**src/design/knn_pkg.sv**
```systemverilog
package knn_pkg;

  // Field widths of the channels and the configuration port
  localparam int FUNC_W     = 2;
  localparam int ROW_W      = 10;
  localparam int COL_W      = 6;
  localparam int VAL_W      = 32;
  localparam int SUM_W      = 38;
  localparam int K_W        = 7;
  localparam int NS_W       = 7;
  localparam int NG_W       = 11;
  localparam int CFG_IDX_W  = 2;
  localparam int CFG_DATA_W = 11;

  // Item function codes
  localparam logic [FUNC_W-1:0] FUNC_DIST  = 2'd0;
  localparam logic [FUNC_W-1:0] FUNC_DATA  = 2'd1;
  localparam logic [FUNC_W-1:0] FUNC_QUERY = 2'd2;

  // Configuration register indexes
  localparam logic [CFG_IDX_W-1:0] CFG_K_NEIGHBOURS = 2'd0;
  localparam logic [CFG_IDX_W-1:0] CFG_SAMPLE_COUNT = 2'd1;
  localparam logic [CFG_IDX_W-1:0] CFG_GENE_COUNT   = 2'd2;

  // Controller to datapath
  typedef struct packed {
    logic capture;    // take the accepted item, perform loads, clear the sum
    logic sel_init;   // start a selection: clear taken bits, fill the cache tag
    logic scan;       // read one distance of the column and advance
    logic pick;       // record the nearest sample of this pass
    logic sum_issue;  // read one neighbour and its data value
    logic emit;       // load the result register
  } knn_cmd_t;

  // Datapath to controller
  typedef struct packed {
    logic err;
    logic hit;
    logic k_zero;
    logic scan_last;
    logic pos_last;
    logic sum_last;
    logic sum_busy;
    logic out_free;
  } knn_status_t;

endpackage

```
**src/design/knn_ctrl.sv**
```systemverilog
module knn_ctrl (
  input  logic                          clk,
  input  logic                          rst,
  input  logic                          in_valid,
  input  logic [knn_pkg::FUNC_W-1:0]    in_func,
  output logic                          in_ready,
  input  knn_pkg::knn_status_t          status,
  output knn_pkg::knn_cmd_t             cmd
);
  import knn_pkg::*;

  localparam logic [2:0] S_IDLE    = 3'd0;
  localparam logic [2:0] S_CHECK   = 3'd1;
  localparam logic [2:0] S_PASS    = 3'd2;
  localparam logic [2:0] S_DRAIN   = 3'd3;
  localparam logic [2:0] S_PICK    = 3'd4;
  localparam logic [2:0] S_SUM     = 3'd5;
  localparam logic [2:0] S_SUMWAIT = 3'd6;
  localparam logic [2:0] S_EMIT    = 3'd7;

  logic [2:0] state;
  logic [2:0] state_next;

  assign in_ready = (state == S_IDLE);

  always_comb begin
    cmd        = '0;
    state_next = state;
    unique case (state)
      S_IDLE: begin
        if (in_valid) begin
          cmd.capture = 1'b1;
          if (in_func == FUNC_QUERY) begin
            state_next = S_CHECK;
          end
        end
      end
      S_CHECK: begin
        if (status.err) begin
          state_next = S_EMIT;
        end else begin
          cmd.sel_init = !status.hit;
          if (status.k_zero) begin
            state_next = S_EMIT;
          end else if (status.hit) begin
            state_next = S_SUM;
          end else begin
            state_next = S_PASS;
          end
        end
      end
      S_PASS: begin
        cmd.scan = 1'b1;
        if (status.scan_last) begin
          state_next = S_DRAIN;
        end
      end
      S_DRAIN: begin
        state_next = S_PICK;
      end
      S_PICK: begin
        cmd.pick = 1'b1;
        state_next = status.pos_last ? S_SUM : S_PASS;
      end
      S_SUM: begin
        cmd.sum_issue = 1'b1;
        if (status.sum_last) begin
          state_next = S_SUMWAIT;
        end
      end
      S_SUMWAIT: begin
        if (!status.sum_busy) begin
          state_next = S_EMIT;
        end
      end
      S_EMIT: begin
        if (status.out_free) begin
          cmd.emit   = 1'b1;
          state_next = S_IDLE;
        end
      end
    endcase
  end

  always_ff @(posedge clk) begin
    if (rst) begin
      state <= S_IDLE;
    end else begin
      state <= state_next;
    end
  end

endmodule

```
**config.mk**
```make
export PLATFORM = sky130hd
export DESIGN_NAME = knn_ctrl
export DESIGN_NICKNAME = d
export VERILOG_FILES = /design/src/design/knn_pkg.sv /design/src/design/knn_ctrl.sv
export SDC_FILE = /design/constraint.sdc
export NUM_CORES = 1
export LEC_CHECK = 0
export BUFFER_PORTS_ARGS = -buffer_cell sky130_fd_sc_hd__buf_4
export CORE_AREA = 10 10 47 49
export DETAILED_ROUTE_END_ITERATION = 7
export DIE_AREA = 0 0 57 59
export PLACE_DENSITY = 0.53
export SLEW_MARGIN = 20
export SYNTH_ARGS = -nofsm -noshare
export SYNTH_HDL_FRONTEND = slang
export SYNTH_SLANG_ARGS = --single-unit
```
**constraint.sdc**
```tcl
create_clock -name clk -period 1.6 [get_ports clk]
set_input_delay 0.4 -clock clk [delete_from_list [all_inputs] [get_ports clk]]
set_output_delay 0.4 -clock clk [all_outputs]
set_load 0.02 [all_outputs]
```
==> impl_metrics.toml <==
[routing]
dr.pass1.iters = 4
detail_route.vias_per_cell = 4.917
dr.max_layer_used = "met4"
drt_iter0_markers = 1
wl_met2_um = 620
dr_wl_met3_um = 49
ant_nets = 0
vias = 413
post_drt_wl_per_cell_um = 12.81
met1_length_um = 398
drt_wl_total_mm = 1.076
drc_errors = 0

[outcome]
status = "finished, final reports clean"

[layout]
largest_register_ffs = 3
fillCellCount = 160
layout-drive-gt1-share = 0.4706
design_area_um2 = 531.8
largestRegisters = "state x3"
top_register = "state"
finalNetCount = 82
n_antenna_cell = 0
utilization = 0.3795
area_growth_pct = 68.65

[die]
core_um2 = 1401
io_pins = 20
die_w_um = 57
start_util = 0.2250
num_rows = 14
die-area_um2 = 3363
fp.dieH_um = 59

[synthesis]
syn_nets = 59
synthTopCellsByArea = "dfxtp_1 (19%), nor3_1 (6.3%), a32oi_2 (5.2%)"
synth_edf_count = 0
syn_area_um2 = 315.3
synth_ff_type = "dfxtp_1"
netlist_instances = 46
ys_ff_latch = 3
yosysTopAreaCell = "dfxtp_1"
synth_top_cell_area_share = 0.1905
synth_area_per_cell_um2 = 6.854
ys_types = 26
async_reset_ff_frac = 0
yosys_warnings = 0
synth-seq-area-share = 0.1905

[clock_tree]
cts_max_path_buffers = 2
cts_made_buffers = 3
cts_setup_buffers = 0
cts_tree = "built"
cts.clk_slew.worst_paths_ns = 0.04
insertion_delay_ns = 0.23
cts_sinks = 3
htree_num_levels = 1
cts_root_buf = "clkbuf_4"

[grt]
grt_usage = 0.06635
grt_max_degree = 14
grt_pass1_vias = 416
grt_antenna_before_repair = 0
grt_pass1_wl_mm = 1.828
grt-ovfl-total = 0

[setup_path]
critPathSlowestCell = "dfxtp_4"
crit_family = "flip-flops"
cp-end-kind = "primary output"
cp_cell_sequence = "nor3_2, and2_1, buf_4"
critPathKind = "reg2out"
critPathMaxStageDelay_ns = 0.38
critPathLaunchType = "flip-flop"
worst-path-buf-inv = 1
required_ns = 1.20
crit_fanout = 12
crit_arrival_ns = 1.08

[flow_run]
max_cap_violations = 0

[placement]
dp_hpwl_um = 870.3
port_buffers = 19
dpl_cell_area_um2 = 489.2
place_ws_ns = 0.1356
place.gp.congestion = 0.7347

[timing]
fin_crit_ns = 1.483
finalCritPeriodShare = 0.9267
tns_ns = 0
tightestPinTransition_ns = 0.2756
maxSlewViolCount = 0
worst_slack_ns = 0.1173
final-setup-viol-count = 0
rsz0062_at_grt = "false"
skew_ns = 0.003146
fmax_mhz = 674.4
maxSlewHeadroom = 0.8138
hold_violations = 0

[min_path]
worstHoldPathType = "in2reg"

[power]
powerDensity_nw_per_um2 = 1701
p_leak_nw = 0.2334
ir_drop_v = 0.0006981
cells in the mapped netlist (all sizes together) (2+ instances only):
cell	instances
a21oi	2
nor2	3
dfxtp	3
nand2	4
inv	4
buf	3
o21ai	4
nand2b	2
nor2b	2
nor3	4
nand3b	2
power breakdown:
group	leakage (nW)	total (mW)	switching (mW)	internal, mW
logic	0.192	0.542	0.266	0.276
registers	0.0264	0.230	0.105	0.125
clock network	0.0150	0.132	0.0387	0.0934
metrics by stage:
stage / std cells / hold WS (ns) / power [mW]
final: 84 / 0.3505 / 0.9048
after global routing: 84 / 0.3431 / 0.9875
after detailed placement: 80 / 0.5893 / 0.7418
after CTS: 84 / 0.3361 / 0.8901
after floorplan: 46 / 0.4691 / 0.5536
after global placement: 80 / 0.5927 / 0.7451
area by class of cell:
cell class                 count  area, µm²  area share
multi-input combinational     36      244.0      0.4588
tap                           16      20.02     0.03765
sequential                     3      68.82      0.1294
clock buffer                   4      26.28     0.04941
timing repair buffer          21      157.7      0.2965
inverter                       4      15.01     0.02824
worst register-to-register path, stage by stage, from the launching register on:
cell and delay, ns:
dfxtp_2 0.36, buf_4 0.16, nor2_1 0.16, o21ai_0 0.14, a32oi_2 0.18, mux2i_1 0.19
timing repair:
action                                  CTS  global route
endpoints found under the setup margin    6             3
gates resized for setup                   3             3
hold buffers                              0             0
path summary, 6_finish.rpt:
check,startpoint,end,slack [ns],cells past startpoint
setup / recovery,state[1]$_SDFFE_PP0P_,cmd[5],0.12,3
hold / removal,rst,state[2]$_SDFFE_PP0P_,0.35,2
setup reg to reg,state[0]$_SDFFE_PP0P_,state[0]$_SDFFE_PP0P_,0.33,5
hold reg to reg,state[2]$_SDFFE_PP0P_,state[2]$_SDFFE_PP0P_,0.56,2
per-layer routing:
metal  vias up  track usage
met4         0      0.03020
met3         2      0.02575
li1        212            -
met2        11       0.1194
met1       188      0.06596
met5         -            0
placed cells by master (no fill, tap or decap), drive strengths merged, types with 2 or more instances in the layout:
| master | synthesis | layout |
|---|---|---|
| a21oi | 2 | 2 |
| o21ai | 4 | 4 |
| nor2 | 3 | 3 |
| nand3b | 2 | 2 |
| buf | 3 | 21 |
| dfxtp | 3 | 3 |
| nand2 | 4 | 4 |
| clkbuf | 0 | 4 |
| nand2b | 2 | 2 |
| inv | 4 | 4 |
| nor2b | 2 | 2 |
| nor3 | 4 | 4 |
logic make-up (layout without fill, tap and decap cells):
group,after synthesis,after routing,synth area share
flip-flops,3,3,0.1905
AND/OR/NAND/NOR,20,20,0.3293
buffers and inverters,7,29,0.09521
multiplexers,1,1,0.03175
AO/OA/AOI/OAI,15,15,0.3532
No activity file was read; power rests on OpenSTA's default activity.
